File: src/sv/ptta_pkg.sv
// Shared types, codes and constants for the turn-to-heading PID block.
`default_nettype none
package ptta_pkg;

    localparam int IN_DATA_W  = 56;
    localparam int OUT_DATA_W = 72;
    localparam int ADDR_W     = 5;

    localparam logic signed [31:0] TARGET_RST = 32'sd5898240;
    localparam logic        [30:0] BAND_RST   = 31'd65536;
    localparam logic        [23:0] TLIMIT_RST = 24'd65536;

    localparam logic signed [31:0] S32_MAX = 32'sh7FFF_FFFF;
    localparam logic signed [31:0] S32_MIN = 32'sh8000_0000;

    // divider: 50-bit dividend, two quotient bits per cycle
    localparam int DIV_W     = 50;
    localparam int DIV_ITERS = DIV_W / 2;
    localparam int DIV_CNT_W = $clog2(DIV_ITERS);

    typedef enum logic [2:0] {
        CFG_TARGET,
        CFG_BAND,
        CFG_GAIN_P,
        CFG_GAIN_I,
        CFG_GAIN_D,
        CFG_BIAS,
        CFG_TLIMIT
    } t_cfg_idx;

    typedef struct packed {
        logic signed [31:0] target;
        logic        [30:0] band;
        logic signed [31:0] gain_p;
        logic signed [31:0] gain_i;
        logic signed [31:0] gain_d;
        logic signed [31:0] bias;
        logic        [23:0] tlimit;
    } t_cfg;

    typedef enum logic [1:0] {
        GOAL_IDLE,
        GOAL_ACTIVE,
        GOAL_DONE
    } t_goal;

    typedef enum logic [3:0] {
        OP_NONE,
        OP_LOAD,
        OP_START,
        OP_EDIV_INIT,
        OP_DIV_STEP,
        OP_ERR,
        OP_MUL_I,
        OP_INTEG,
        OP_DDIV_INIT,
        OP_DERIV,
        OP_MUL_P,
        OP_ACC_P,
        OP_ACC_I,
        OP_ACC_D,
        OP_EMIT
    } t_op;

    typedef enum logic [3:0] {
        ST_IDLE,
        ST_START,
        ST_EINIT,
        ST_EDIV,
        ST_ERR,
        ST_MULI,
        ST_INTEG,
        ST_DINIT,
        ST_DDIV,
        ST_DERIV,
        ST_MULP,
        ST_ACCP,
        ST_ACCI,
        ST_ACCD,
        ST_EMIT
    } t_state;

    typedef struct packed {
        t_op  op;
        logic out_load;
    } t_cmd;

    typedef struct packed {
        t_goal goal;
        logic  drive;
    } t_dp_stat;

endpackage
`default_nettype wire

File: src/sv/ptta_ctrl.sv
// Sequencer: handshakes, step order of one tick, divider iteration count.
`default_nettype none
module ptta_ctrl import ptta_pkg::*; (
    input  wire logic     i_clk,
    input  wire logic     i_rst_n,
    input  wire logic     i_in_valid,
    input  wire logic     i_start,
    output logic          o_in_ready,
    output logic          o_out_valid,
    input  wire logic     i_out_ready,
    input  wire t_dp_stat i_stat,
    output t_cmd          o_cmd
);

    t_state               r_state, n_state;
    logic [DIV_CNT_W-1:0] r_cnt, n_cnt;
    logic                 r_valid, n_valid;
    logic                 div_last;

    assign o_in_ready  = (r_state == ST_IDLE);
    assign o_out_valid = r_valid;
    assign div_last    = (r_cnt == DIV_CNT_W'(DIV_ITERS - 1));

    always_ff @(posedge i_clk) begin
        if (!i_rst_n) begin
            r_state <= ST_IDLE;
            r_cnt   <= '0;
            r_valid <= 1'b0;
        end else begin
            r_state <= n_state;
            r_cnt   <= n_cnt;
            r_valid <= n_valid;
        end
    end

    always_comb begin
        n_state        = r_state;
        n_cnt          = r_cnt;
        n_valid        = r_valid & ~i_out_ready;
        o_cmd.op       = OP_NONE;
        o_cmd.out_load = 1'b0;
        unique case (r_state)
            ST_IDLE: begin
                if (i_in_valid) begin
                    o_cmd.op = OP_LOAD;
                    if (i_start)                        n_state = ST_START;
                    else if (i_stat.goal != GOAL_ACTIVE) n_state = ST_EMIT;
                    else                                n_state = ST_EINIT;
                end
            end
            ST_START: begin
                o_cmd.op = OP_START;
                n_state  = ST_EMIT;
            end
            ST_EINIT: begin
                o_cmd.op = OP_EDIV_INIT;
                n_cnt    = '0;
                n_state  = ST_EDIV;
            end
            ST_EDIV: begin
                o_cmd.op = OP_DIV_STEP;
                n_cnt    = r_cnt + 1'b1;
                if (div_last) n_state = ST_ERR;
            end
            ST_ERR: begin
                o_cmd.op = OP_ERR;
                n_state  = ST_MULI;
            end
            ST_MULI: begin
                o_cmd.op = OP_MUL_I;
                n_state  = ST_INTEG;
            end
            ST_INTEG: begin
                o_cmd.op = OP_INTEG;
                n_state  = ST_DINIT;
            end
            ST_DINIT: begin
                o_cmd.op = OP_DDIV_INIT;
                n_cnt    = '0;
                n_state  = ST_DDIV;
            end
            ST_DDIV: begin
                o_cmd.op = OP_DIV_STEP;
                n_cnt    = r_cnt + 1'b1;
                if (div_last) n_state = ST_DERIV;
            end
            ST_DERIV: begin
                o_cmd.op = OP_DERIV;
                n_state  = ST_MULP;
            end
            ST_MULP: begin
                o_cmd.op = OP_MUL_P;
                n_state  = ST_ACCP;
            end
            ST_ACCP: begin
                o_cmd.op = OP_ACC_P;
                n_state  = ST_ACCI;
            end
            ST_ACCI: begin
                o_cmd.op = OP_ACC_I;
                n_state  = ST_ACCD;
            end
            ST_ACCD: begin
                o_cmd.op = OP_ACC_D;
                n_state  = ST_EMIT;
            end
            ST_EMIT: begin
                // hold until the output register is free
                if (!r_valid || i_out_ready) begin
                    o_cmd.op       = OP_EMIT;
                    o_cmd.out_load = 1'b1;
                    n_valid        = 1'b1;
                    n_state        = ST_IDLE;
                end
            end
            default: n_state = ST_IDLE;
        endcase
    end

endmodule
`default_nettype wire

File: config.mk
export PLATFORM = sky130hd
export DESIGN_NAME = ptta_ctrl
export DESIGN_NICKNAME = d
export VERILOG_FILES = /design/src/sv/ptta_pkg.sv /design/src/sv/ptta_ctrl.sv
export SDC_FILE = /design/constraint.sdc
export NUM_CORES = 1
export LEC_CHECK = 0
export ABC_AREA = 0
export ABC_CLOCK_PERIOD_IN_PS = 1400
export BUFFER_PORTS_ARGS = -buffer_cell sky130_fd_sc_hd__clkbuf_2
export CAP_MARGIN = 20
export CORE_UTILIZATION = 45
export DETAILED_ROUTE_END_ITERATION = 7
export HOLD_SLACK_MARGIN = 0.02
export PLACE_DENSITY = 0.77
export SETUP_SLACK_MARGIN = 0.15
export SYNTH_ARGS = -nofsm -noshare
export SYNTH_HDL_FRONTEND = slang
export SYNTH_SLANG_ARGS = --single-unit
File: constraint.sdc
create_clock -name i_clk -period 1.4 [get_ports i_clk]
set_input_delay 0.21 -clock i_clk [delete_from_list [all_inputs] [get_ports i_clk]]
set_output_delay 0.21 -clock i_clk [all_outputs]
set_load 0.01 [all_outputs]
==> After elaboration in Yosys (flattened, before gate mapping) <==
Index checks and enable logic that the tools add are counted.
W data, S select, Z words.
{ "word_totals": {"wordCells": 48, "out_inout_bits": 7, "register_bits": 10} }
{ "classes": {"mux": 14, "bitwise": 2, "n_addsub": 1, "eq_ne": 20, "n_reduce_logical": 8} }
{ "op_table": {"columns": ["cell", "n"], "rows": [
  ["$pmux W4 S14", 2],
  ["$eq A4 B4 Y1 const B", 7],
  ["$mux W4", 6],
  ["$eq A4 B3 Y1 const B", 4],
  ["$pmux W5 S2", 1],
  ["$eq A4 B2 Y1 const B", 2],
  ["$ne A2 B2 Y1 const B", 4],
  ["$reduce_or A2 Y1", 3],
  ["$add A5 B1 Y5 const B", 1],
  ["$eq A5 B5 Y1 const B", 1],
  ["$mux W5", 1],
  ["$eq A4 B1 Y1 const B", 1],
  ["$logic_not A4 Y1", 1],
  ["$mux W1", 4],
  ["$reduce_and A4 Y1", 1],
  ["$ne A2 B1 Y1 const B", 1],
  ["$reduce_bool A2 Y1", 1],
  ["$and A1 B1 Y1", 1],
  ["$logic_not A1 Y1", 1],
  ["$logic_or A1 B1 Y1", 1],
  ["$not A1 Y1", 1]
]} }

==> Longest topological paths before layout <==
{ "depth": {"word_depth": 5, "depth_mapped": 6} }

==> Least setup slack after synthesis <==
OpenSTA, ideal clock, no wires.
{ "synth_path": {"path_kind": "reg2out", "startpoint": "register r_state[0]", "endpoint": "output port o_cmd[3] (netlist name)", "path_slack_ps": 39, "n_path_buf": 2, "stages_incl_launch_ff": 5, "t_arrival_ps": 1151, "cell_sequence": "dfxtp_1 buf_6 buf_2 o21ai_0 a221o_1"} }
{ "synth_rtl": {"columns": ["element", "line", "text"], "rows": [
  ["from (decl)", "ptta_ctrl.sv:15", "t_state r_state, n_state;"],
  ["from (signal assigned)", "ptta_ctrl.sv:30", "r_state <= n_state;"],
  ["to (decl)", "ptta_ctrl.sv:12", "output t_cmd o_cmd"]
]} }

==> reports/summary.txt <==
clk slew on worst S/H paths: 0.07 ns
Synth Cell Area: 803.3 um^2
Fill cells: 87
largest net degree at the start of global routing: 18
Async S/R FF share, synth: 0%
crit path DAT: 1.32 ns
WS Path Type: flip-flop to output pin
Unique masters post-synth: 41
area share of the largest cell type after synthesis: 24.92%
share of cells above drive strength 1: 55.30%
CTS H-tree lvls: 1
global-route wire length before repair: 3456 um
die area: 1958 um^2
Detailed Route WL: 2550 um
Starting Density: 50.39%
clk root buf: clkbuf_4
antenna cells: 0
fin worst setup slack: -0.1301 ns
final core utilization: 78.49%
Setup TNS: -0.8953 ns
synthesized flop and latch total: 10
Final setup viols: 14
initial drt markers: 28
die span in x: 44.25 um
outcome: finished, violations left
chip height: 44.25 um
syn_nets: 109
MaxCap Viol Count: 0
CP endpoint kind: output pin
RSZ-0062 raised after global routing: true
Core ar.: 1594 um^2
critical path peak fanout: 16
Seq/Total Area, Yosys: 24.92%
dominant synthesized flop cell: dfxtp_1
dpl hpwl: 1363 um
Synth Area per Inst: 8.114 um^2
Clk Latency, worst-skew pair: 0.28 ns
Final Max Tran Viols: 0
Worst Setup Start Kind: flip-flop
vias in the first global route: 820
post-route ant nets: 0
min-delay worst type: input port to flip-flop
top cells by area, synth: dfxtp_1 25%, nor2_1 4.7%, buf_2 3.7%
power per cell area: 1889 nW/um^2
Leakage: 0.0004968 uW
Post-synth top cells: 10 x dfxtp_1, 10 x nor2_1, 8 x nand2_1
grt ovf: 0
VDD IR max: 1228 uV
std cell rows: 14
Tcrit/Tclk final: 109.3%
clock skew: 0.007394 ns
CTS sink count: 10
Period minus WS final: 1.530 ns
Hold Violations, Final: 0
drc violations: 0
multi-input logic area: 649.4 um^2
Boundary Pins: 15
DR pass1 iterations: 4
area leader, netlist: dfxtp_1
CP required: 1.19 ns
failing checks: negative setup slack
CTS tree: built
Post-Synthesis Cells: 99
Max Freq: 653.5 MHz
GR Util All Layers: 24.16%
initial antenna violation count: 0
synth warn: 0
via count: 932
Post-CTS Hold Fix Bufs: 0
routed length per placed instance: 16.35 um
GP Congestion: 0.8512
CTS Buf Count: 3
P&R area growth vs syn: 55.76%
Post-synth EDFFs: 0
largest buffer count on any clock path: 2
Slew headroom: 75.84%
Reg area: 212.7 um^2
IO Port Bufs: 13
nets@finish: 143
Worst-Margin Slew: 0.3607 ns
vias per std cell: 5.974
==> registers in the layout, indices dropped and copies added, names as in the netlist <==
signal,count
r_state,4
o_out_valid,1
r_cnt,5
==> cell usage in the layout (no fill, tap or decap), types with 2 or more instances in the layout <==
cell      count
a21oi_1       3
a221oi_2      2
a31oi_1       3
buf_12        2
buf_2         5
buf_4        14
buf_6         8
clkbuf_2      8
clkbuf_4      3
dfxtp_1       6
dfxtp_4       3
ha_1          2
inv_1         3
inv_2         3
nand2_1       8
nand3_1       3
nand3b_1      2
nor2_1        8
nor3_2        2
nor4_1        2
o21ai_1       2
o21ai_2       2
o21bai_1      2
o31ai_1       2
o32ai_2       2
xor2_1        3
==> what timing repair did <==
item,4_1_cts,5_1_grt
endpoints found under the setup margin,15,15
pin swaps,1,13
gates resized for setup,18,26
gates cloned,0,0
buffers inserted,9,6
==> cells by family (layout without fill, tap and decap cells) <==
family,Yosys count,after routing,synth area share (%)
AND/OR/NAND/NOR,42,42,32.09
AO/OA/AOI/OAI,26,26,24.92
buffers and inverters,14,47,9.346
flip-flops,10,10,24.92
XOR/XNOR,4,4,4.362
adder cells (fa/ha/maj),2,2,3.115
multiplexers,1,1,1.246
==> where the power goes <==
part	total [uW]	switching (uW)	internal (uW)	leakage, uW
sequential	450	91.8	359	0.0000838
clock	263	105	158	0.0000210
combinational	1650	793	857	0.000392
==> critical path, stage by stage, from the launching register on <==
cell	delay, ns
dfxtp_2	0.34
buf_12	0.14
nand2_1	0.12
nor3_2	0.17
o21bai_1	0.13
buf_2	0.14
==> final timing paths <==
kind	start	slack, ns	end	cells after the start
worst max-delay path	r_state[1]	-0.13	o_cmd[4]	5
worst min-delay path	i_rst_n	0.23	r_state[0]	3
worst max register to register	r_state[0]	-0.07	r_cnt[4]	6
worst min register to register	r_cnt[4]	0.56	r_cnt[4]	2
==> routing by layer <==
layer	global-route usage [%]	up-vias	wire length, um
met3	6.531	4	108
met5	0	-	0
met2	42.06	35	1356
met1	27.30	457	1048
li1	-	436	-
met4	10.91	0	36
==> area by class of cell <==
cell class              instances  share of cell area (%)
multi-input cells              75                   51.90
repair buffers                 37                   24.00
flip-flops and latches         10                   17.00
clock buffers                   4                   2.900
well taps                      24                   2.400
inverters                       6                   1.800
==> stage by stage <==
step                      hold WS (ns)  total power [uW]  setup WS (ns)  cell area (um^2)  std cells
after floorplan                 0.3432              1260         0.1428             842.1         99
after global placement          0.4998              1502        0.04036             959.7        137
after detailed placement        0.5135              1540       -0.01054             959.7        137
after CTS                       0.2230              2024       -0.09730              1116        150
after global routing            0.2491              2486        -0.1707              1251        156
final                           0.2267              2364        -0.1301              1251        156
No activity file was read; power rests on OpenSTA's default activity.
