### config.mk
export PLATFORM = sky130hd
export DESIGN_NAME = ptta_dp
export DESIGN_NICKNAME = d
export VERILOG_FILES = /design/src/sv/ptta_pkg.sv /design/src/sv/ptta_dp.sv
export SDC_FILE = /design/constraint.sdc
export NUM_CORES = 2
export LEC_CHECK = 0
export BUFFER_PORTS_ARGS = -buffer_cell sky130_fd_sc_hd__buf_2
export CAP_MARGIN = 20
export CORE_MARGIN = 2
export CORE_UTILIZATION = 59
export CTS_CLUSTER_DIAMETER = 100
export DETAILED_ROUTE_END_ITERATION = 8
export HOLD_SLACK_MARGIN = 0.15
export PLACE_DENSITY = 0.87
export SLEW_MARGIN = 0
export SYNTH_ARGS = -nofsm -noshare
export SYNTH_HDL_FRONTEND = slang
export SYNTH_SLANG_ARGS = --single-unit
### constraint.sdc
create_clock -name i_clk -period 12.19 [get_ports i_clk]
set_clock_uncertainty 0.05 [all_clocks]
set_input_delay 2.438 -clock i_clk [delete_from_list [all_inputs] [get_ports i_clk]]
set_output_delay 2.438 -clock i_clk [all_outputs]
set_load 0.01 [all_outputs]
### src/sv/ptta_pkg.sv
// Shared types, codes and constants for the turn-to-heading PID block.
`default_nettype none
package ptta_pkg;

    localparam int IN_DATA_W  = 56;
    localparam int OUT_DATA_W = 72;
    localparam int ADDR_W     = 5;

    localparam logic signed [31:0] TARGET_RST = 32'sd5898240;
    localparam logic        [30:0] BAND_RST   = 31'd65536;
    localparam logic        [23:0] TLIMIT_RST = 24'd65536;

    localparam logic signed [31:0] S32_MAX = 32'sh7FFF_FFFF;
    localparam logic signed [31:0] S32_MIN = 32'sh8000_0000;

    // divider: 50-bit dividend, two quotient bits per cycle
    localparam int DIV_W     = 50;
    localparam int DIV_ITERS = DIV_W / 2;
    localparam int DIV_CNT_W = $clog2(DIV_ITERS);

    typedef enum logic [2:0] {
        CFG_TARGET,
        CFG_BAND,
        CFG_GAIN_P,
        CFG_GAIN_I,
        CFG_GAIN_D,
        CFG_BIAS,
        CFG_TLIMIT
    } t_cfg_idx;

    typedef struct packed {
        logic signed [31:0] target;
        logic        [30:0] band;
        logic signed [31:0] gain_p;
        logic signed [31:0] gain_i;
        logic signed [31:0] gain_d;
        logic signed [31:0] bias;
        logic        [23:0] tlimit;
    } t_cfg;

    typedef enum logic [1:0] {
        GOAL_IDLE,
        GOAL_ACTIVE,
        GOAL_DONE
    } t_goal;

    typedef enum logic [3:0] {
        OP_NONE,
        OP_LOAD,
        OP_START,
        OP_EDIV_INIT,
        OP_DIV_STEP,
        OP_ERR,
        OP_MUL_I,
        OP_INTEG,
        OP_DDIV_INIT,
        OP_DERIV,
        OP_MUL_P,
        OP_ACC_P,
        OP_ACC_I,
        OP_ACC_D,
        OP_EMIT
    } t_op;

    typedef enum logic [3:0] {
        ST_IDLE,
        ST_START,
        ST_EINIT,
        ST_EDIV,
        ST_ERR,
        ST_MULI,
        ST_INTEG,
        ST_DINIT,
        ST_DDIV,
        ST_DERIV,
        ST_MULP,
        ST_ACCP,
        ST_ACCI,
        ST_ACCD,
        ST_EMIT
    } t_state;

    typedef struct packed {
        t_op  op;
        logic out_load;
    } t_cmd;

    typedef struct packed {
        t_goal goal;
        logic  drive;
    } t_dp_stat;

endpackage
`default_nettype wire

### src/sv/ptta_dp.sv
// Datapath: goal state, shared divider and multiplier, accumulator, result register.
`default_nettype none
module ptta_dp import ptta_pkg::*; (
    input  wire logic                  i_clk,
    input  wire logic                  i_rst_n,
    input  wire t_cfg                  i_cfg,
    input  wire t_cmd                  i_cmd,
    input  wire logic [IN_DATA_W-1:0]  i_tdata,
    output t_dp_stat                   o_stat,
    output logic      [OUT_DATA_W-1:0] o_tdata
);

    // goal state
    t_goal              r_status;
    logic [39:0]        r_elapsed;
    logic signed [63:0] r_integ;
    logic signed [31:0] r_prev;

    // per-item working registers
    logic signed [31:0] r_angle;
    logic [23:0]        r_dt;
    logic signed [31:0] r_err;
    logic signed [31:0] r_deriv;
    logic               r_drive;
    logic signed [63:0] r_prod;
    logic signed [50:0] r_acc;
    logic [OUT_DATA_W-1:0] r_out;

    // divider
    logic [31:0]      r_rem;
    logic [31:0]      r_dvs;
    logic [DIV_W-1:0] r_dvd;
    logic             r_dneg;

    logic [32:0]      try1, try2;
    logic             ge1, ge2;
    logic [31:0]      rem1, rem2;
    logic signed [31:0] quo_sat;

    logic signed [32:0] e_diff, d_diff;
    logic [32:0]        e_mag, d_mag;
    logic [31:0]        tgt_mag;

    logic signed [31:0] mul_a;
    logic signed [32:0] mul_b;
    logic signed [64:0] mul_p;

    logic signed [63:0] prod_q;
    logic signed [64:0] integ_sum;
    logic signed [63:0] integ_n;
    logic signed [31:0] icl;
    logic signed [50:0] acc_term;

    logic signed [33:0] ang34, lo34, hi34;
    logic               outside;
    logic [40:0]        el_sum;

    logic signed [31:0] left_sat, left_o, right_o;
    logic               timed;

    assign o_stat.goal  = r_status;
    assign o_stat.drive = r_drive;
    assign o_tdata      = r_out;

    // two restoring division steps per cycle
    always_comb begin
        try1 = {r_rem, r_dvd[DIV_W-1]};
        ge1  = try1 >= {1'b0, r_dvs};
        rem1 = ge1 ? 32'(try1 - {1'b0, r_dvs}) : try1[31:0];
        try2 = {rem1, r_dvd[DIV_W-2]};
        ge2  = try2 >= {1'b0, r_dvs};
        rem2 = ge2 ? 32'(try2 - {1'b0, r_dvs}) : try2[31:0];
    end

    // signed quotient from magnitude and sign, saturated to 32 bits
    always_comb begin
        if (r_dneg) begin
            if (r_dvd > DIV_W'(64'h8000_0000)) quo_sat = S32_MIN;
            else                               quo_sat = -$signed(r_dvd[31:0]);
        end else begin
            if (r_dvd > DIV_W'(64'h7FFF_FFFF)) quo_sat = S32_MAX;
            else                               quo_sat = $signed(r_dvd[31:0]);
        end
    end

    always_comb begin
        e_diff  = 33'(i_cfg.target) - 33'(r_angle);
        e_mag   = e_diff[32] ? 33'(-e_diff) : 33'(e_diff);
        d_diff  = 33'(r_err) - 33'(r_prev);
        d_mag   = d_diff[32] ? 33'(-d_diff) : 33'(d_diff);
        tgt_mag = i_cfg.target[31] ? 32'(-i_cfg.target) : 32'(i_cfg.target);
    end

    // shared multiplier operand select
    always_comb begin
        case (i_cmd.op)
            OP_MUL_I: begin mul_a = r_err;        mul_b = $signed({9'd0, r_dt}); end
            OP_MUL_P: begin mul_a = i_cfg.gain_p; mul_b = 33'(r_err);            end
            OP_ACC_P: begin mul_a = i_cfg.gain_i; mul_b = 33'(icl);              end
            OP_ACC_I: begin mul_a = i_cfg.gain_d; mul_b = 33'(r_deriv);          end
            default:  begin mul_a = '0;           mul_b = '0;                    end
        endcase
        mul_p = mul_a * mul_b;
    end

    always_comb begin
        // floor of the product over 2^16
        prod_q    = 64'($signed(r_prod[63:16]));
        acc_term  = 51'($signed(r_prod[63:16]));
        integ_sum = 65'(r_integ) + 65'(prod_q);
        if (integ_sum[64] != integ_sum[63])
            integ_n = integ_sum[64] ? 64'sh8000_0000_0000_0000 : 64'sh7FFF_FFFF_FFFF_FFFF;
        else
            integ_n = integ_sum[63:0];
        if (r_integ[63:31] == '0 || r_integ[63:31] == '1) icl = r_integ[31:0];
        else icl = r_integ[63] ? S32_MIN : S32_MAX;
    end

    always_comb begin
        ang34   = 34'(r_angle);
        lo34    = 34'(i_cfg.target) - $signed({3'd0, i_cfg.band});
        hi34    = 34'(i_cfg.target) + $signed({3'd0, i_cfg.band});
        outside = (ang34 < lo34) || (ang34 > hi34);
        el_sum  = {1'b0, r_elapsed} + 41'(r_dt);
    end

    always_comb begin
        if (r_acc > 51'(S32_MAX))      left_sat = S32_MAX;
        else if (r_acc < 51'(S32_MIN)) left_sat = S32_MIN;
        else                           left_sat = r_acc[31:0];
        left_o  = r_drive ? left_sat : '0;
        if (!r_drive)                  right_o = '0;
        else if (left_sat == S32_MIN)  right_o = S32_MAX;
        else                           right_o = -left_sat;
        timed = r_elapsed > {16'd0, i_cfg.tlimit};
    end

    always_ff @(posedge i_clk) begin
        if (!i_rst_n) begin
            r_status  <= GOAL_IDLE;
            r_elapsed <= '0;
            r_integ   <= '0;
            r_prev    <= '0;
        end else begin
            case (i_cmd.op)
                OP_START: begin
                    r_status  <= GOAL_ACTIVE;
                    r_elapsed <= '0;
                    r_integ   <= '0;
                    r_prev    <= '0;
                end
                OP_ERR: begin
                    r_elapsed <= el_sum[40] ? '1 : el_sum[39:0];
                    if (!outside) r_status <= GOAL_DONE;
                end
                OP_INTEG:     r_integ <= integ_n;
                OP_DDIV_INIT: r_prev  <= r_err;
                default: ;
            endcase
        end
    end

    always_ff @(posedge i_clk) begin
        case (i_cmd.op)
            OP_LOAD: begin
                r_angle <= $signed(i_tdata[31:0]);
                r_dt    <= i_tdata[55:32];
                r_drive <= 1'b0;
            end
            OP_START: r_drive <= 1'b0;
            OP_EDIV_INIT: begin
                r_rem  <= '0;
                r_dvs  <= tgt_mag;
                r_dvd  <= {1'b0, e_mag, 16'd0};
                r_dneg <= e_diff[32] ^ i_cfg.target[31];
            end
            OP_DIV_STEP: begin
                r_rem <= rem2;
                r_dvd <= {r_dvd[DIV_W-3:0], ge1, ge2};
            end
            OP_ERR: begin
                r_err   <= (i_cfg.target == '0) ? '0 : quo_sat;
                r_drive <= outside;
            end
            OP_MUL_I: r_prod <= mul_p[63:0];
            OP_DDIV_INIT: begin
                r_rem  <= '0;
                r_dvs  <= {8'd0, r_dt};
                r_dvd  <= {1'b0, d_mag, 16'd0};
                r_dneg <= d_diff[32];
            end
            OP_DERIV: r_deriv <= (r_dt == '0) ? '0 : quo_sat;
            OP_MUL_P: r_prod  <= mul_p[63:0];
            OP_ACC_P: begin
                r_acc  <= 51'(i_cfg.bias) + acc_term;
                r_prod <= mul_p[63:0];
            end
            OP_ACC_I: begin
                r_acc  <= r_acc + acc_term;
                r_prod <= mul_p[63:0];
            end
            OP_ACC_D: r_acc <= r_acc + acc_term;
            default: ;
        endcase
        if (i_cmd.out_load)
            r_out <= {4'd0, timed, r_status, r_drive, right_o, left_o};
    end

endmodule
`default_nettype wire

**Yosys cells after proc, flatten, opt, wreduce, memory -nomap -nowiden**

Cells that the tools add are included.

- Add/subtract/negate cells: 15
- $mul: 1
- Order comparisons: 9
- Eq/ne operators: 17
- Mux-type cells: 29
- Bitwise operators: 2
- Reduce and logical (&&, ||, !) cells: 19

Operators with widths:

| cell | count |
|---|---|
| $mux 32 | 10 |
| $pmux 32 s2 | 3 |
| $pmux 50 s3 | 1 |
| $pmux 33 s4 | 1 |
| $mux 64 | 2 |
| $pmux 32 s4 | 1 |
| $pmux 64 s2 | 1 |
| $pmux 51 s2 | 1 |
| $sub 32x32->33 | 3 |
| $neg 32->32 | 3 |
| $pmux 40 s2 | 1 |
| $ge 33x32->1 | 2 |
| $mux 33 | 2 |
| $neg 33->33 | 2 |
| $add 64x48->65 | 1 |
| $mul 32x33->64 | 1 |
| $sub 32x32->32 | 2 |
| $add 51x48->51 | 1 |
| $gt 51x32->1 const B | 1 |
| $lt 51x32->1 const B | 1 |
| $gt 50x31->1 const B | 1 |
| $gt 50x32->1 const B | 1 |
| $add 32x48->49 | 1 |
| $add 40x24->41 | 1 |
| 28 further kinds | 48 |

- Register bits: 557
- Input port bits: 278

**Longest topological paths before layout**

- Word-level depth: 5
- Depth in mapped cells: 41
- Depth with buffers taken out: 37

**Worst setup path before layout**

OpenSTA, ideal clock, no wires.

- Kind: input-to-reg
- From: in i_cmd[3] (netlist name)
- To: reg r_dvd[0] (enable)
- Library setup time: 803 ps
- Data arrival time: 12059 ps
- Required time: 11337 ps
- Setup slack: -722 ps
- Cell stages on the path: 2
- Buffers on the path: 1
- Path through: clkbuf_1 o311ai_0

- Longest elaborated chain between the ends: 2
- Elaborated cells on any way between the ends: 4
- Classes of those cells: 3 x eq/ne; 1 x reduce/logical

RTL lines:

| item | RTL line | text |
|---|---|---|
| start: declaration | ptta_dp.sv:7 | `input wire t_cmd i_cmd,` |
| $eq 4x4->1, or another cell as far along | ptta_dp.sv:164 | `case (i_cmd.op)` |
| $reduce_bool 3->1 (no line) (*) | -- |  |
| end signal: assignment | ptta_dp.sv:174 | `r_dvd <= {1'b0, e_mag, 16'd0};` |
| end signal: assignment | ptta_dp.sv:179 | `r_dvd <= {r_dvd[DIV_W-3:0], ge1, ge2};` |
| end signal: assignment | ptta_dp.sv:189 | `r_dvd <= {1'b0, d_mag, 16'd0};` |
| end: declaration | ptta_dp.sv:32 | `logic [DIV_W-1:0] r_dvd;` |

Every way passes the cells marked *; elsewhere a longest branch is shown, timed or not.
A chain may end at the register's enable or synchronous reset.

**Worst setup path in the final report**

- From: in i_cmd[2] (netlist name)
- To: reg r_prod[61], data pin

- Longest elaborated chain between the ends: 3
- Elaborated cells on any way between the ends: 7
- Classes of those cells: 1 x mul; 4 x eq/ne; 2 x mux

RTL lines:

| item | RTL line | text |
|---|---|---|
| $eq 4x4->1 or $eq 4x3->1 (tied branches) | ptta_dp.sv:96 | `case (i_cmd.op)` |
| $pmux 32 s4 or $pmux 33 s4 (tied branches) | ptta_dp.sv:96 |  |
| $mul 32x33->64 (*) | ptta_dp.sv:103 | `mul_p = mul_a * mul_b;` |
| named net mul_p[61] | ptta_dp.sv:46 | `logic signed [64:0] mul_p;` |
| end signal: assignment | ptta_dp.sv:185 | `OP_MUL_I: r_prod <= mul_p[63:0];` |
| end signal: assignment | ptta_dp.sv:193 | `OP_MUL_P: r_prod <= mul_p[63:0];` |
| end signal: assignment | ptta_dp.sv:196 | `r_prod <= mul_p[63:0];` |
| end: declaration | ptta_dp.sv:25 | `logic signed [63:0] r_prod;` |

Mark *: on every way through the listed nets, which the timed path passes. The rest lies on a longest branch.

==> metrics.csv <==
metric;value;unit
status;completed;
synth_ff_type;edfxtp_1;
dp_cells;11510;
drtAntennaViolNets;0;
path_buf_inv;8;
cp_data_required_time;12.65;ns
path_common_cell;fa_1;
rows;136;
finalCoreUtilization;65.40;%
ys_ff_latch;541;
hold_ws;0.4289;ns
crit_path_end_kind;flip-flop;
criticalPathCategory;in -> reg;
drc;0;
netlist_instances;9415;
cp_slowest_cell;fa_1;
cap_violations;0;
hold_buffers;0;
place_area;0.08734;sq mm
via_per_inst;6.240;
synth_area_leaders;fa_1 (27%), edfxtp_1 (15%), ha_1 (10%);
crit_fanout;50;
grt_max_degree;83;
clk_latency;0.71;ns
drive_above_1_share;9.301;%
syn_to_final_growth;10.07;%
p_leak;42.63;nW
antenna_found_initial;20;
cts_max_path_buffers;3;
final_cell_mix;inv_1 (1,475), fa_1 (1,091), nand2_1 (1,009), nor2_1 (949), ha_1 (650);
htreeDepth;3;
setup_viol;0;
pin_count;353;
max_freq;84.47;MHz
ir_drop;0.1218;mV
synth.largest_area_cell;fa_1;
slew_headroom;15.79;%
finalInstanceArea;0.08992;sq mm
grt.overflow.total;0;
synth_edf_count;403;
cts-resized-gates;0;
yosysTopAreaCellShare;26.73;%
final_common_cell;inv_1;
gp_routability_congestion;1.072;
floorplan.die_area;0.1415;sq mm
syn_area;0.08169;sq mm
first_pass_iters;7;
cts_tree;built;
yosysSeqAreaShare;18.19;%
routed_wl;283000;microns
syn_avg_cell_area;8.677;sq um
die_h;376.1;microns
cp_top_family;adder cells;
cts.sinks;541;
fin_crit_sh;97.12;%
wl_per_cell;24.28;microns
synth_cell_types;92;
post_cts_buffers;0;
start_util;59.42;%
hold_viol_final;0;
period_needed;11.84;ns
instances_no_fill;11660;
io_buffer_count;348;
fin_tns_setup;0;ns
dr.first_iter.drc_count;8394;
async_flop_share;0;%
grt_pass1_wl;431200;microns
grt_setup_unrepaired;false;
cts_root_buf;clkbuf_16;
clkTransAtPathRegs;0.06;ns
grt_pass1_vias;73190;
p_per_area;117.7;mW/mm^2
critical_path_arrival;12.30;ns
cts_buffers;70;
hold_path.class;reg -> reg;
worst_pin_slew;1.246;ns
grt_usage;40.21;%
dpl.hpwl;230500;microns
yosysWarningCount;0;
coreArea;0.1375;sq mm
via_count;72750;
fin_nets;11810;
start_kind;input port;
critical_path.max_stage_delay;0.58;ns
drv_slew;0;
die_x;376.1;microns
cells by family (layout without fill, tap and decap cells):
kind of cell             count (synthesis)  in the layout  share of synthesized area (%)
flip-flops                             541            541                          18.19
multiplexers                            41             41                         0.5115
AO/OA/AOI/OAI                         1900           1900                          15.20
adder cells (fa/ha/maj)               1742           1742                          36.70
other                                    1             21                       0.004590
buffers and inverters                 1875           2305                          8.681
AND/OR/NAND/NOR                       2846           2846                          15.68
XOR/XNOR                               469            469                          5.028
through the flow:
step	total power [mW]	setup slack (ns)
global placement	7.940	-0.002201
detailed placement	8.128	-0.09883
CTS	10.44	0.6340
global route	11.21	0.01770
finish	10.58	0.3509
floorplan	6.280	0.4767
final timing paths:
path | from | to | slack, ns | depth (start not counted)
setup / recovery | i_cmd[2] | r_prod[61] | 0.35 | 36
hold reg to reg | r_elapsed[35] | r_elapsed[35] | 0.43 | 2
setup reg to reg | r_integ[51] | r_prod[61] | 0.76 | 33
hold / removal | r_elapsed[35] | r_elapsed[35] | 0.43 | 2
power breakdown:
group	internal (mW)	total (mW)	leakage, nW	switching (mW)
Sequential	2.27	2.47	4.91	0.195
Combinational	2.28	5.83	36.5	3.56
Clock	1.34	2.28	1.22	0.941
Total	5.89	10.6	42.6	4.69
Yosys cell counts (22+ instances only):
master,number
and3_1,49
a31oi_1,53
or2_2,29
fa_1,1091
xnor2_1,287
o2111ai_1,30
nand2b_1,87
a21boi_0,59
mux2i_1,35
dfxtp_1,138
nand4_1,80
o221ai_1,33
a22o_1,25
o21ai_0,393
a211oi_1,45
or3_1,42
nand3_1,106
o2111a_1,22
ha_1,650
nor3_1,111
buf_1,33
a311oi_1,27
clkbuf_1,345
o21bai_1,70
and2_1,80
o31ai_1,47
a21oi_1,504
nand2_1,1010
o41ai_1,28
a22oi_1,97
edfxtp_1,403
nor2_1,955
nor4_1,46
inv_1,1476
xor2_1,182
nor2b_1,164
a21o_1,226
o21a_1,64
per-layer routing:
layer,wire [microns],share of wire [%],track usage (%),up-vias
met5,121,0.043,0,-
met2,120100,42,60.24,4722
met4,15860,5.6,18.77,16
li1,-,-,-,31910
met3,40280,14,14.73,936
met1,106700,38,51.84,35170
tightest hold or removal path, stage by stage (launching register included):
cell and delay [ns]:
dfxtp_1 0.33, inv_1 0.06, a21oi_1 0.05
layout make-up:
class / instances / area (sq um)
antenna: 17 / 42.54
clock buffer: 88 / 1943
clock inverter: 42 / 549.3
fill: 11100 / 47570
inverter: 1477 / 5544
multi-input combinational: 7002 / 60010
sequential: 541 / 14860
tap: 1794 / 2245
timing repair buffer: 698 / 4718
registers in the layout, summed over array words and instances (netlist names):
signal,cells
r_dt,24
r_err,32
r_dvd,50
r_integ,64
r_deriv,32
r_drive,1
r_prev,32
r_acc,51
r_dneg,1
r_status,2
r_prod,48
r_elapsed,40
r_dvs,32
o_tdata,68
r_rem,32
r_angle,32
Power figures use the tool's default switching activity.
