<file path="config.mk">
export PLATFORM = sky130hd
export DESIGN_NAME = ptta_regs
export DESIGN_NICKNAME = d
export VERILOG_FILES = /design/src/sv/ptta_pkg.sv /design/src/sv/ptta_regs.sv
export SDC_FILE = /design/constraint.sdc
export NUM_CORES = 1
export LEC_CHECK = 0
export ABC_AREA = 1
export BUFFER_PORTS_ARGS = -buffer_cell sky130_fd_sc_hd__buf_2
export CORE_ASPECT_RATIO = 1.5
export CORE_UTILIZATION = 50
export DETAILED_ROUTE_END_ITERATION = 8
export GPL_TIMING_DRIVEN = 0
export HOLD_SLACK_MARGIN = 0.1
export PLACE_DENSITY_LB_ADDON = 0.08
export SYNTH_ARGS = -nofsm -noshare
export SYNTH_HDL_FRONTEND = slang
export SYNTH_SLANG_ARGS = --single-unit
</file>
<file path="constraint.sdc">
create_clock -name i_clk -period 2.6 [get_ports i_clk]
set_input_delay 0.65 -clock i_clk [delete_from_list [all_inputs] [get_ports i_clk]]
set_output_delay 0.65 -clock i_clk [all_outputs]
set_load 0.01 [all_outputs]
</file>
<file path="src/sv/ptta_pkg.sv">
// Shared types, codes and constants for the turn-to-heading PID block.
`default_nettype none
package ptta_pkg;

    localparam int IN_DATA_W  = 56;
    localparam int OUT_DATA_W = 72;
    localparam int ADDR_W     = 5;

    localparam logic signed [31:0] TARGET_RST = 32'sd5898240;
    localparam logic        [30:0] BAND_RST   = 31'd65536;
    localparam logic        [23:0] TLIMIT_RST = 24'd65536;

    localparam logic signed [31:0] S32_MAX = 32'sh7FFF_FFFF;
    localparam logic signed [31:0] S32_MIN = 32'sh8000_0000;

    // divider: 50-bit dividend, two quotient bits per cycle
    localparam int DIV_W     = 50;
    localparam int DIV_ITERS = DIV_W / 2;
    localparam int DIV_CNT_W = $clog2(DIV_ITERS);

    typedef enum logic [2:0] {
        CFG_TARGET,
        CFG_BAND,
        CFG_GAIN_P,
        CFG_GAIN_I,
        CFG_GAIN_D,
        CFG_BIAS,
        CFG_TLIMIT
    } t_cfg_idx;

    typedef struct packed {
        logic signed [31:0] target;
        logic        [30:0] band;
        logic signed [31:0] gain_p;
        logic signed [31:0] gain_i;
        logic signed [31:0] gain_d;
        logic signed [31:0] bias;
        logic        [23:0] tlimit;
    } t_cfg;

    typedef enum logic [1:0] {
        GOAL_IDLE,
        GOAL_ACTIVE,
        GOAL_DONE
    } t_goal;

    typedef enum logic [3:0] {
        OP_NONE,
        OP_LOAD,
        OP_START,
        OP_EDIV_INIT,
        OP_DIV_STEP,
        OP_ERR,
        OP_MUL_I,
        OP_INTEG,
        OP_DDIV_INIT,
        OP_DERIV,
        OP_MUL_P,
        OP_ACC_P,
        OP_ACC_I,
        OP_ACC_D,
        OP_EMIT
    } t_op;

    typedef enum logic [3:0] {
        ST_IDLE,
        ST_START,
        ST_EINIT,
        ST_EDIV,
        ST_ERR,
        ST_MULI,
        ST_INTEG,
        ST_DINIT,
        ST_DDIV,
        ST_DERIV,
        ST_MULP,
        ST_ACCP,
        ST_ACCI,
        ST_ACCD,
        ST_EMIT
    } t_state;

    typedef struct packed {
        t_op  op;
        logic out_load;
    } t_cmd;

    typedef struct packed {
        t_goal goal;
        logic  drive;
    } t_dp_stat;

endpackage
`default_nettype wire

</file>
<file path="src/sv/ptta_regs.sv">
// Configuration register file behind the APB-style port.
`default_nettype none
module ptta_regs import ptta_pkg::*; (
    input  wire logic              i_clk,
    input  wire logic              i_rst_n,
    input  wire logic              psel,
    input  wire logic              penable,
    input  wire logic              pwrite,
    input  wire logic [ADDR_W-1:0] paddr,
    input  wire logic [31:0]       pwdata,
    output logic      [31:0]       prdata,
    output logic                   pready,
    output t_cfg                   o_cfg
);

    t_cfg     r_cfg;
    logic     wr_en;
    t_cfg_idx idx;

    assign pready = 1'b1;
    assign wr_en  = psel & penable & pwrite;
    assign idx    = t_cfg_idx'(paddr[ADDR_W-1:2]);
    assign o_cfg  = r_cfg;

    always_ff @(posedge i_clk) begin
        if (!i_rst_n) begin
            r_cfg.target <= TARGET_RST;
            r_cfg.band   <= BAND_RST;
            r_cfg.gain_p <= '0;
            r_cfg.gain_i <= '0;
            r_cfg.gain_d <= '0;
            r_cfg.bias   <= '0;
            r_cfg.tlimit <= TLIMIT_RST;
        end else if (wr_en) begin
            unique case (idx)
                CFG_TARGET: r_cfg.target <= pwdata;
                CFG_BAND:   r_cfg.band   <= pwdata[30:0];
                CFG_GAIN_P: r_cfg.gain_p <= pwdata;
                CFG_GAIN_I: r_cfg.gain_i <= pwdata;
                CFG_GAIN_D: r_cfg.gain_d <= pwdata;
                CFG_BIAS:   r_cfg.bias   <= pwdata;
                CFG_TLIMIT: r_cfg.tlimit <= pwdata[23:0];
                default: ;
            endcase
        end
    end

    always_comb begin
        unique case (idx)
            CFG_TARGET: prdata = r_cfg.target;
            CFG_BAND:   prdata = {1'b0, r_cfg.band};
            CFG_GAIN_P: prdata = r_cfg.gain_p;
            CFG_GAIN_I: prdata = r_cfg.gain_i;
            CFG_GAIN_D: prdata = r_cfg.gain_d;
            CFG_BIAS:   prdata = r_cfg.bias;
            CFG_TLIMIT: prdata = {8'd0, r_cfg.tlimit};
            default:    prdata = '0;
        endcase
    end

endmodule
`default_nettype wire

</file>
# [After elaboration in Yosys (flattened, before gate mapping)]
# Index checks and enable logic that the tools add are counted.
[op_classes] n_reduce_logical=8 muxes=1 n_eq_ne=6 bitwise_logic=2
[ops] operator="$pmux 32 s7" n=1
[ops] operator="$reduce_and 2->1" n=7
[ops] operator="$eq 3x3->1 const B" n=3
[ops] operator="$eq 3x2->1 const B" n=2
[ops] operator="$eq 3x1->1 const B" n=1
[ops] operator="$logic_not 3->1" n=1
[ops] operator="$and 1x1->1" n=2
[word_totals] elab_cells=24 output_inout_bits=248 reg_bits=215

# [Longest topological paths before layout]
# Gate-level depths: netlist of run 1.
[logic_depth] ltp_word=3 depth_mapped=8

# [Least setup slack after synthesis of run 1]
# Ideal clock, no wire load.
[synth_timing] path_kind="in2out" startpoint="input port paddr[3]" endpoint="output port prdata[0]" path_stages=7 path_slack_ns=0.444 required_ns=1.950 arrival_time_ns=1.506 cell_sequence="nor2_1 > buf_2 > buf_1 > nand3_1 > nand2_1 > nor2_1 > nand2_1"
[synth_between] elab_chain_cells=2 elab_cells_between_ends=8 cone_classes="6 x eq/ne; 1 x mux; 1 x reduce/logical"
[synth_lines] element="start: declaration" line_no="ptta_regs.sv:9" source="input wire logic [ADDR_W-1:0] paddr,"
[synth_lines] element="$eq 3x3->1 (tied with other cells)" line_no="ptta_regs.sv:49" source="unique case (idx)"
[synth_lines] element="$pmux 32 s7 (*)" line_no="ptta_regs.sv:49"
[synth_lines] element="end: declaration" line_no="ptta_regs.sv:11" source="output logic [31:0] prdata,"
# Mark *: on every way between the ends. The rest lies on a longest branch, timed or not.

# [Worst setup path in the final report of run 1]
[layout_timing] startpoint="input port paddr[3]" endpoint="output port prdata[21]"
# The elaborated chain is that of the path after synthesis.

==> results.yml, run 1 <==
status:
  run_status: "complete, no violations"
sta:
  max_slew_margin_pct: 55.0
  final.setup.tns_ns: 0
  worstMarginPinSlew_ns: 0.675
  holdWs_ns: 0.379
  rsz0062_at_grt: "yes"
  finalSetupViolCount: 0
  hold_viol: 0
  layout_min_cycle_time_ns: 2.57
  fmaxAchievable_mhz: 389
  finalCritPeriodShare_pct: 98.9
  final.setup.worst_slack_ns: 0.0287
  report.final.slew_viol_count: 0
  finalClockSkew_ns: 0
clocking:
  cts-root-to-sink-buffers: 3
  cts_tree: "yes"
  clkLatencyLatePin_ns: 0.51
  tritoncts.num_buffers: 21
  htree_levels: 1
  clock-sinks: 215
  clk_transition_reported_paths_ns: 0.06
  cts_root_buf: "clkbuf_16"
  hold_buffers: 0
floorplan:
  placementRows: 64
  die-area_um2: 21400
  io_pins: 290
  initial_core_util_pct: 51.0
  floorplan.core_area_um2: 20400
  dieHeight_um: 179
  die_width_um: 120
cells_and_area:
  max_reg_flops: 215
  drive_above_1_share_pct: 22.2
  stdcell_count: 2284
  syn2layout_area_growth_pct: 26.4
  multi_input_area_um2: 5360
  final_layout_fill_cell_count: 2058
  final_net_count: 2048
  final-seq-area_um2: 4300
  finish.instance_area_um2: 13200
synth:
  synth.yosys.warnings: 0
  synthTopCellsByCount: "nor2_1 (508), nand2_1 (486), dfxtp_1 (215)"
  synthTopCellsByArea: "dfxtp_1 (41%), nor2_1 (18%), nand2_1 (18%)"
  yosysMostFrequentCell: "nor2_1"
  postSynthNetCount: 1731
  synth-edff-count: 0
  synth_top_area_share_pct: 41.3
  synth_top_flop_cell: "dfxtp_1"
  synth.avg_cell_area_um2: 6.17
  synth.largest_area_cell: "dfxtp_1"
  synthArstFlopShare_pct: 0
  netlist-cell-type-count: 17
  synth.cell_area_um2: 10400
  gate_count_post_synth: 1689
  synth_seq_cells: 215
  synth.yosys.seq_area_share_pct: 41.3
drt:
  drt-pass1-iter-count: 6
  drc_errors: 0
  avgRoutedWirePerCell_um: 19.5
  viasPerCell: 5.57
  ant_nets: 0
  drtIter0Drc: 1142
  detailroute.via_count: 12700
  wirelength_um: 44600
placement:
  post_dp_cell_area_um2: 12200
  dp_worst_setup_slack_ns: -0.440
  gpl.final_weighted_congestion: 0.996
  place.detailed.instances: 2238
  placement.io_buffers: 285
  post-dp-hpwl_um: 33800
pwr:
  max-vdd-ir-drop_mv: 0.522
  part_of_the_total_power_dissipated_in_combinational_logic_pct: 10.8
  internal_power_mw: 5.21
  p_leak_nw: 6.83
  power.switching_mw: 1.92
  clock_power_share_pct: 41.8
  swShare_pct: 27.0
  power.density_cell_area_nw_per_um2: 542
  seq_power_share_pct: 47.3
critical_path:
  timing.critical_path.buf_inv: 4
  worst_path_top_cell_family_by_delay: "buffers and inverters"
  cell_at_the_slowest_stage_of_the_critical_path: "buf_4"
  worstSetupEndpointType: "output port"
  worstSetupPathType: "in2out"
  worstSetupStartpointType: "input pin"
  crit_path_max_incr_delay_ns: 0.26
  cp_data_required_time_ns: 1.95
  critical_path_peak_fanout: 10
  timing.critical_path.cells: "buf_2, clkinvlp_4, nand3_4, buf_4, nor2_1, nor2_1, nand2_2, buf_2"
  cp.arrival_ns: 1.92
run:
  max_cap_violations: 0
min_path:
  type_of_the_worst_min_delay_path: "in2reg"
global_routing:
  first_pass_grt_wire_length_um: 64900
  grt_pass1_vias: 11500
  grt_start_max_net_pins: 15
  antenna_found_initial: 2
  global_route.overflow_total: 0
  grt.total_usage_pct: 40.5
-- power by group through the flow --
stage          registers (mW)  logic [mW]  clock network (mW)
2_1_floorplan            3.46       0.388                   0
3_3_place_gp             3.45       0.690                   0
3_5_place_dp             3.45       0.697                   0
4_1_cts                  3.37       0.719                2.96
5_1_grt                  3.38       0.825                3.11
6_report                 3.37       0.773                2.98
-- per-stage QoR --
stage               power (mW)  utilization [%]
finish                    7.13             64.5
CTS                       7.06             63.4
global route              7.31             64.5
detailed placement        4.15             59.6
floorplan                 3.85                -
global placement          4.14             59.6
-- worst paths after layout --
check	endpoint	cells past startpoint	startpoint	slack [ns]
min	o_cfg[200]	3	pwdata[17]	0.38
max reg2reg	o_cfg[168]	2	o_cfg[168]	1.92
max	prdata[21]	8	paddr[3]	0.03
min reg2reg	o_cfg[154]	2	o_cfg[154]	0.50
-- final cells by class --
type	count	area share (%)
antenna	2	0.0380
buffer	126	5.46
clock buffer	31	4.73
clock inverter	4	0.152
inverter	69	2.01
multi-input combinational	1279	40.7
sequential	215	32.7
tap	264	2.51
timing repair buffer	294	11.7
-- cells by family (layout without fill, tap and decap cells) --
| kind of cell | after synthesis | after routing | share of synthesized area (%) |
|---|---|---|---|
| and+or+nand+nor | 1276 | 1276 | 50.6 |
| other | 1 | 3 | 0.0360 |
| DFF | 215 | 215 | 41.3 |
| AOI/OAI and AO/OA | 2 | 2 | 0.0961 |
| buffers and inverters | 195 | 524 | 7.94 |
-- worst register-to-register path, stage by stage (launching register included) --
cell and delay, ns:
dfxtp_1 0.41, o21ai_0 0.13, nand3_1 0.08
-- timing repair --
item	CTS	global route
setup endpoints to repair	32	32
setup buffers	0	7
gates resized for setup	61	49
pin swaps	0	2
gates cloned	0	2
-- layer usage --
metal | part of all wire (%) | wire length [um] | vias up | global-route usage, %
met4 | 9.7 | 4330 | 0 | 36.1
li1 | - | - | 5925 | -
met1 | 35 | 15800 | 5797 | 44.9
met3 | 8.3 | 3690 | 219 | 6.39
met5 | 0 | 0 | - | 0
met2 | 47 | 20900 | 778 | 67.1
-- cells in the final DEF (no fill, tap or decap), types with 5 or more instances in the layout --
cell and instances:
dfxtp_1 215, clkbuf_16 22, inv_1 65, nor2_1 492, clkbuf_1 21, buf_1 17, buf_6 9, nand4_1 81
nor2_4 5, nor2_2 15, nand3_1 195, clkbuf_2 12, buf_2 332, nand2_1 482, clkbuf_4 5, clkbuf_8 6
buf_4 23
Power figures use the tool's default switching activity.
==> run 2, diff against run 1 <==
- CELL_PAD_IN_SITES_DETAIL_PLACEMENT: unset -> 1
- CELL_PAD_IN_SITES_GLOBAL_PLACEMENT: unset -> 1
- CORE_UTILIZATION: 50 -> 38
- RECOVER_POWER: unset -> 25
==> results.yml, run 2 (synthesis results as in run 1) <==
clocking:
  clkLatencyLatePin_ns: 0.53
  cts_tree: "yes"
  tritoncts.num_buffers: 23
  cts_root_buf: "clkbuf_16"
  clk_transition_reported_paths_ns: 0.06
  cts-root-to-sink-buffers: 3
  clock-sinks: 215
  htree_levels: 1
critical_path:
  cp_data_required_time_ns: 1.95
  worstSetupPathType: "in2out"
  cp.arrival_ns: 1.98
  worstSetupEndpointType: "output port"
  worstSetupStartpointType: "input pin"
  worst_r2r_path_depth: 2
  critical_path_peak_fanout: 10
pwr:
  design_power_total_mw: 7.75
  power.density_cell_area_nw_per_um2: 577
  max-vdd-ir-drop_mv: 0.450
  p_leak_nw: 6.90
drt:
  drc_errors: 0
  viasPerCell: 5.39
  detailroute.via_count: 12700
  wirelength_um: 51600
  drt-pass1-iter-count: 5
  avgRoutedWirePerCell_um: 21.9
  drtIter0Drc: 721
  ant_nets: 0
global_routing:
  grt.total_usage_pct: 36.6
  first_pass_grt_wire_length_um: 75000
  antenna_found_initial: 3
  global_route.overflow_total: 0
  grt_pass1_vias: 12700
  grt_start_max_net_pins: 14
sta:
  fmaxAchievable_mhz: 380
  report.final.slew_viol_count: 0
  finalCritPeriodShare_pct: 101
  holdWs_ns: 0.358
  max_slew_margin_pct: 49.3
  hold_viol: 0
  finalSetupViolCount: 4
  worstMarginPinSlew_ns: 0.761
  final.setup.worst_slack_ns: -0.0346
  rsz0062_at_grt: "yes"
  final.setup.tns_ns: -0.0799
  layout_min_cycle_time_ns: 2.63
  finalClockSkew_ns: 0
cells_and_area:
  finish.instance_area_um2: 13400
  final-seq-area_um2: 4300
  final_layout_fill_cell_count: 3756
  multi_input_area_um2: 5380
  final_net_count: 2047
  drive_above_1_share_pct: 22.6
  layout.cells.most_common: "nor2_1"
  syn2layout_area_growth_pct: 28.8
  commonest_cells_after_routing_fill_and_taps_aside: "nor2_1 (488), nand2_1 (481), buf_2 (327), dfxtp_1 (215), nand3_1 (195)"
  max_reg_flops: 215
status:
  violations_in_the_final_reports: "negative setup slack"
  run_status: "complete, but fails checks"
run:
  max_cap_violations: 0
placement:
  dp_worst_setup_slack_ns: -0.602
  post-dp-hpwl_um: 39800
  gpl.final_weighted_congestion: 0.915
  placement.io_buffers: 285
  post_dp_cell_area_um2: 12300
floorplan:
  placementRows: 73
  die_width_um: 137
  io_pins: 290
  dieHeight_um: 205
  floorplan.core_area_um2: 26800
  die-area_um2: 28100
  initial_core_util_pct: 38.9
min_path:
  worst_hold_path_cells: 3
  type_of_the_worst_min_delay_path: "in2reg"
-- run 2: cell count changes in the layout (fill, tap and decap cells not counted), moves of 2 or more --
cell and change:
buf_4 -2, nor2_2 +4, clkbuf_2 +2, buf_2 -5, nor2_1 -4, clkbuf_16 +2, clkbuf_1 -3, clkinv_2 +3
bufinv_16 +3
-- run 2: worst max-delay path: stages --
cell	delay, ns
clkbuf_4	0.18
clkinv_4	0.10
buf_4	0.19
buf_4	0.19
nand4_1	0.08
nand2_1	0.15
nor2_2	0.20
nand2_1	0.08
buf_2	0.14
-- run 2: what timing repair did --
item                                    in CTS  in global routing
hold buffers                                 0                  0
cloned                                       0                  1
pin swaps                                    5                  2
endpoints found under the setup margin      32                 31
resized for setup                           82                 33
setup buffers                                0                  5
-- run 2: worst paths after layout --
check             start          to  slack (ns)
max            paddr[2]   prdata[2]       -0.03
min reg2reg  o_cfg[118]  o_cfg[118]        0.50
min          pwdata[17]  o_cfg[200]        0.36
max reg2reg  o_cfg[158]  o_cfg[158]        1.90
-- run 2: layout make-up --
class,instances,area share (%)
repair buffers,291,11.3
well taps,337,3.14
clock buffers,31,5.04
multi-input cells,1279,40.1
flip-flops and latches,215,32.1
inverters,69,1.98
diodes,2,0.0373
plain buffers,126,5.46
clock inverters,9,0.895
-- run 2: power by group --
group,internal (mW),leakage [nW],switching (mW)
clock network,2.11,0.401,1.46
logic,0.223,4.77,0.579
registers,3.34,1.74,0.0407
-- run 2: metal layers --
metal	wire [um]	vias up	track usage, %
li1	-	5930	-
met3	2810	173	4.55
met1	19100	6128	39.7
met5	0	-	0
met2	25700	495	64.4
met4	3980	0	26.6
-- run 2: metrics by stage --
step	cells	util, %
after floorplan	1689	-
after global placement	2311	45.8
after detailed placement	2311	45.8
after CTS	2351	49.5
after global routing	2359	50.1
final	2359	50.1
==> run 3, diff against run 2 <==
- CELL_PAD_IN_SITES_DETAIL_PLACEMENT: 1 -> unset
- CELL_PAD_IN_SITES_GLOBAL_PLACEMENT: 1 -> unset
- CORE_UTILIZATION: 38 -> 40
- TNS_END_PERCENT: unset -> 10
==> results.yml, run 3 (synthesis results as in run 1) <==
critical_path:
  worstSetupStartpointType: "input pin"
  critical_path_peak_fanout: 7
  cp.arrival_ns: 1.94
  worstSetupEndpointType: "output port"
  worstSetupPathType: "in2out"
  worst_case_register_to_register_setup_slack_ns: 1.90
  cp_data_required_time_ns: 1.95
placement:
  place.detailed.instances: 2307
  post-dp-hpwl_um: 35500
  gpl.final_weighted_congestion: 0.948
  placement.io_buffers: 285
floorplan:
  die-area_um2: 26700
  dieHeight_um: 200
  initial_core_util_pct: 40.6
  io_pins: 290
  placementRows: 72
  die_width_um: 134
  floorplan.core_area_um2: 25700
sta:
  holdWs_ns: 0.372
  worstMarginPinSlew_ns: 0.676
  finalSetupViolCount: 0
  hold_viol: 0
  rsz0062_at_grt: "yes"
  finalCritPeriodShare_pct: 99.5
  max_slew_margin_pct: 55.0
  report.final.slew_viol_count: 0
  layout_min_cycle_time_ns: 2.59
  finalClockSkew_ns: 0
  fmaxAchievable_mhz: 387
drt:
  drtIter0Drc: 916
  detailroute.via_count: 12400
  drc_errors: 0
  drt-pass1-iter-count: 5
  wirelength_um: 46500
  viasPerCell: 5.26
  ant_nets: 0
  avgRoutedWirePerCell_um: 19.8
cells_and_area:
  max_reg_flops: 215
  post_route_core_utilization_pct: 51.8
  syn2layout_area_growth_pct: 27.7
  drive_above_1_share_pct: 22.4
  layout.cells.most_common: "nor2_1"
  commonest_cells_after_routing_fill_and_taps_aside: "nor2_1 (489), nand2_1 (476), buf_2 (328), dfxtp_1 (215), nand3_1 (195)"
  final_net_count: 2050
  stdcell_count: 2353
  antenna_cells: 0
  final_layout_fill_cell_count: 2816
pwr:
  design_power_total_mw: 7.22
  seq_power_share_pct: 46.8
  clock_power_share_pct: 42.5
  p_leak_nw: 6.85
  internal_power_mw: 5.26
  power.density_cell_area_nw_per_um2: 543
  swShare_pct: 27.2
  power.switching_mw: 1.96
  max-vdd-ir-drop_mv: 0.438
  part_of_the_total_power_dissipated_in_combinational_logic_pct: 10.7
global_routing:
  grt.total_usage_pct: 34.0
  grt_pass1_vias: 11300
  first_pass_grt_wire_length_um: 67200
  grt_start_max_net_pins: 13
  antenna_found_initial: 1
  global_route.overflow_total: 0
clocking:
  cts_tree: "yes"
  hold_buffers: 0
  clk_transition_reported_paths_ns: 0.06
  clkLatencyLatePin_ns: 0.51
  htree_levels: 1
  clock-sinks: 215
  cts-root-to-sink-buffers: 3
  tritoncts.num_buffers: 23
  cts_root_buf: "clkbuf_16"
min_path:
  type_of_the_worst_min_delay_path: "in2reg"
status:
  run_status: "complete, no violations"
run:
  max_cap_violations: 0
==> run 3: cell count changes in the layout (fill, tap and decap cells not counted), sizes merged <==
cell	previous run	this run
clkinv	8	6
bufinv	3	0
diode	2	0
buf	379	384
==> run 3: layout make-up <==
cell class / count / area [um^2] / share of cell area [%]
clock buffers: 33 / 643 / 4.83
well taps: 333 / 417 / 3.13
multi-input cells: 1279 / 5410 / 40.6
flip-flops and latches: 215 / 4300 / 32.4
repair buffers: 294 / 1530 / 11.5
plain buffers: 126 / 719 / 5.41
inverters: 69 / 262 / 1.97
clock inverters: 4 / 20.0 / 0.150
==> run 3: worst max-delay path: stages <==
cell and delay (ns):
clkbuf_4 0.16, buf_6 0.14, nand2_2 0.07, nor2_4 0.17, buf_6 0.15, buf_8 0.13
nand2_2 0.09, nand2_1 0.08, nor2_1 0.04, nand2_1 0.10, buf_2 0.14
==> run 3: path summary, 6_finish.rpt <==
kind                              endpoint  depth (start not counted)  startpoint
worst min register to register  o_cfg[168]                          2  o_cfg[168]
worst max-delay path            prdata[22]                         11    paddr[2]
worst max register to register  o_cfg[115]                          2  o_cfg[115]
worst min-delay path            o_cfg[200]                          3  pwdata[17]
==> run 3: timing repair <==
action / in CTS / in global routing
pin swaps: 3 / 1
gates cloned: 0 / 1
resized for setup: 74 / 47
endpoints found under the setup margin: 32 / 31
setup buffers: 0 / 8
==> run 3: power by group through the flow <==
stage	sequential, mW	clock (mW)	combinational [mW]
2_1_floorplan	3.46	0	0.388
4_1_cts	3.38	3.08	0.731
3_3_place_gp	3.45	0	0.701
6_report	3.38	3.07	0.774
5_1_grt	3.38	3.21	0.827
3_5_place_dp	3.45	0	0.707
==> run 3: metal layers <==
metal | wire length [um] | GRT usage (%) | up-vias
met5 | 12 | 0 | -
met4 | 3180 | 22.4 | 2
met3 | 3520 | 5.20 | 139
met2 | 22800 | 59.4 | 616
met1 | 17000 | 38.1 | 5677
li1 | - | - | 5935
==> run 3: through the flow <==
stage                     TNS, ns  cell area (um^2)  setup WS, ns
after floorplan                 0             10400         0.444
after global placement      -8.65             12300        -0.413
after detailed placement    -8.98             12300        -0.418
after CTS                 -0.0772             13100       -0.0388
after global routing      -0.0717             13300       -0.0255
final                           0             13300        0.0135
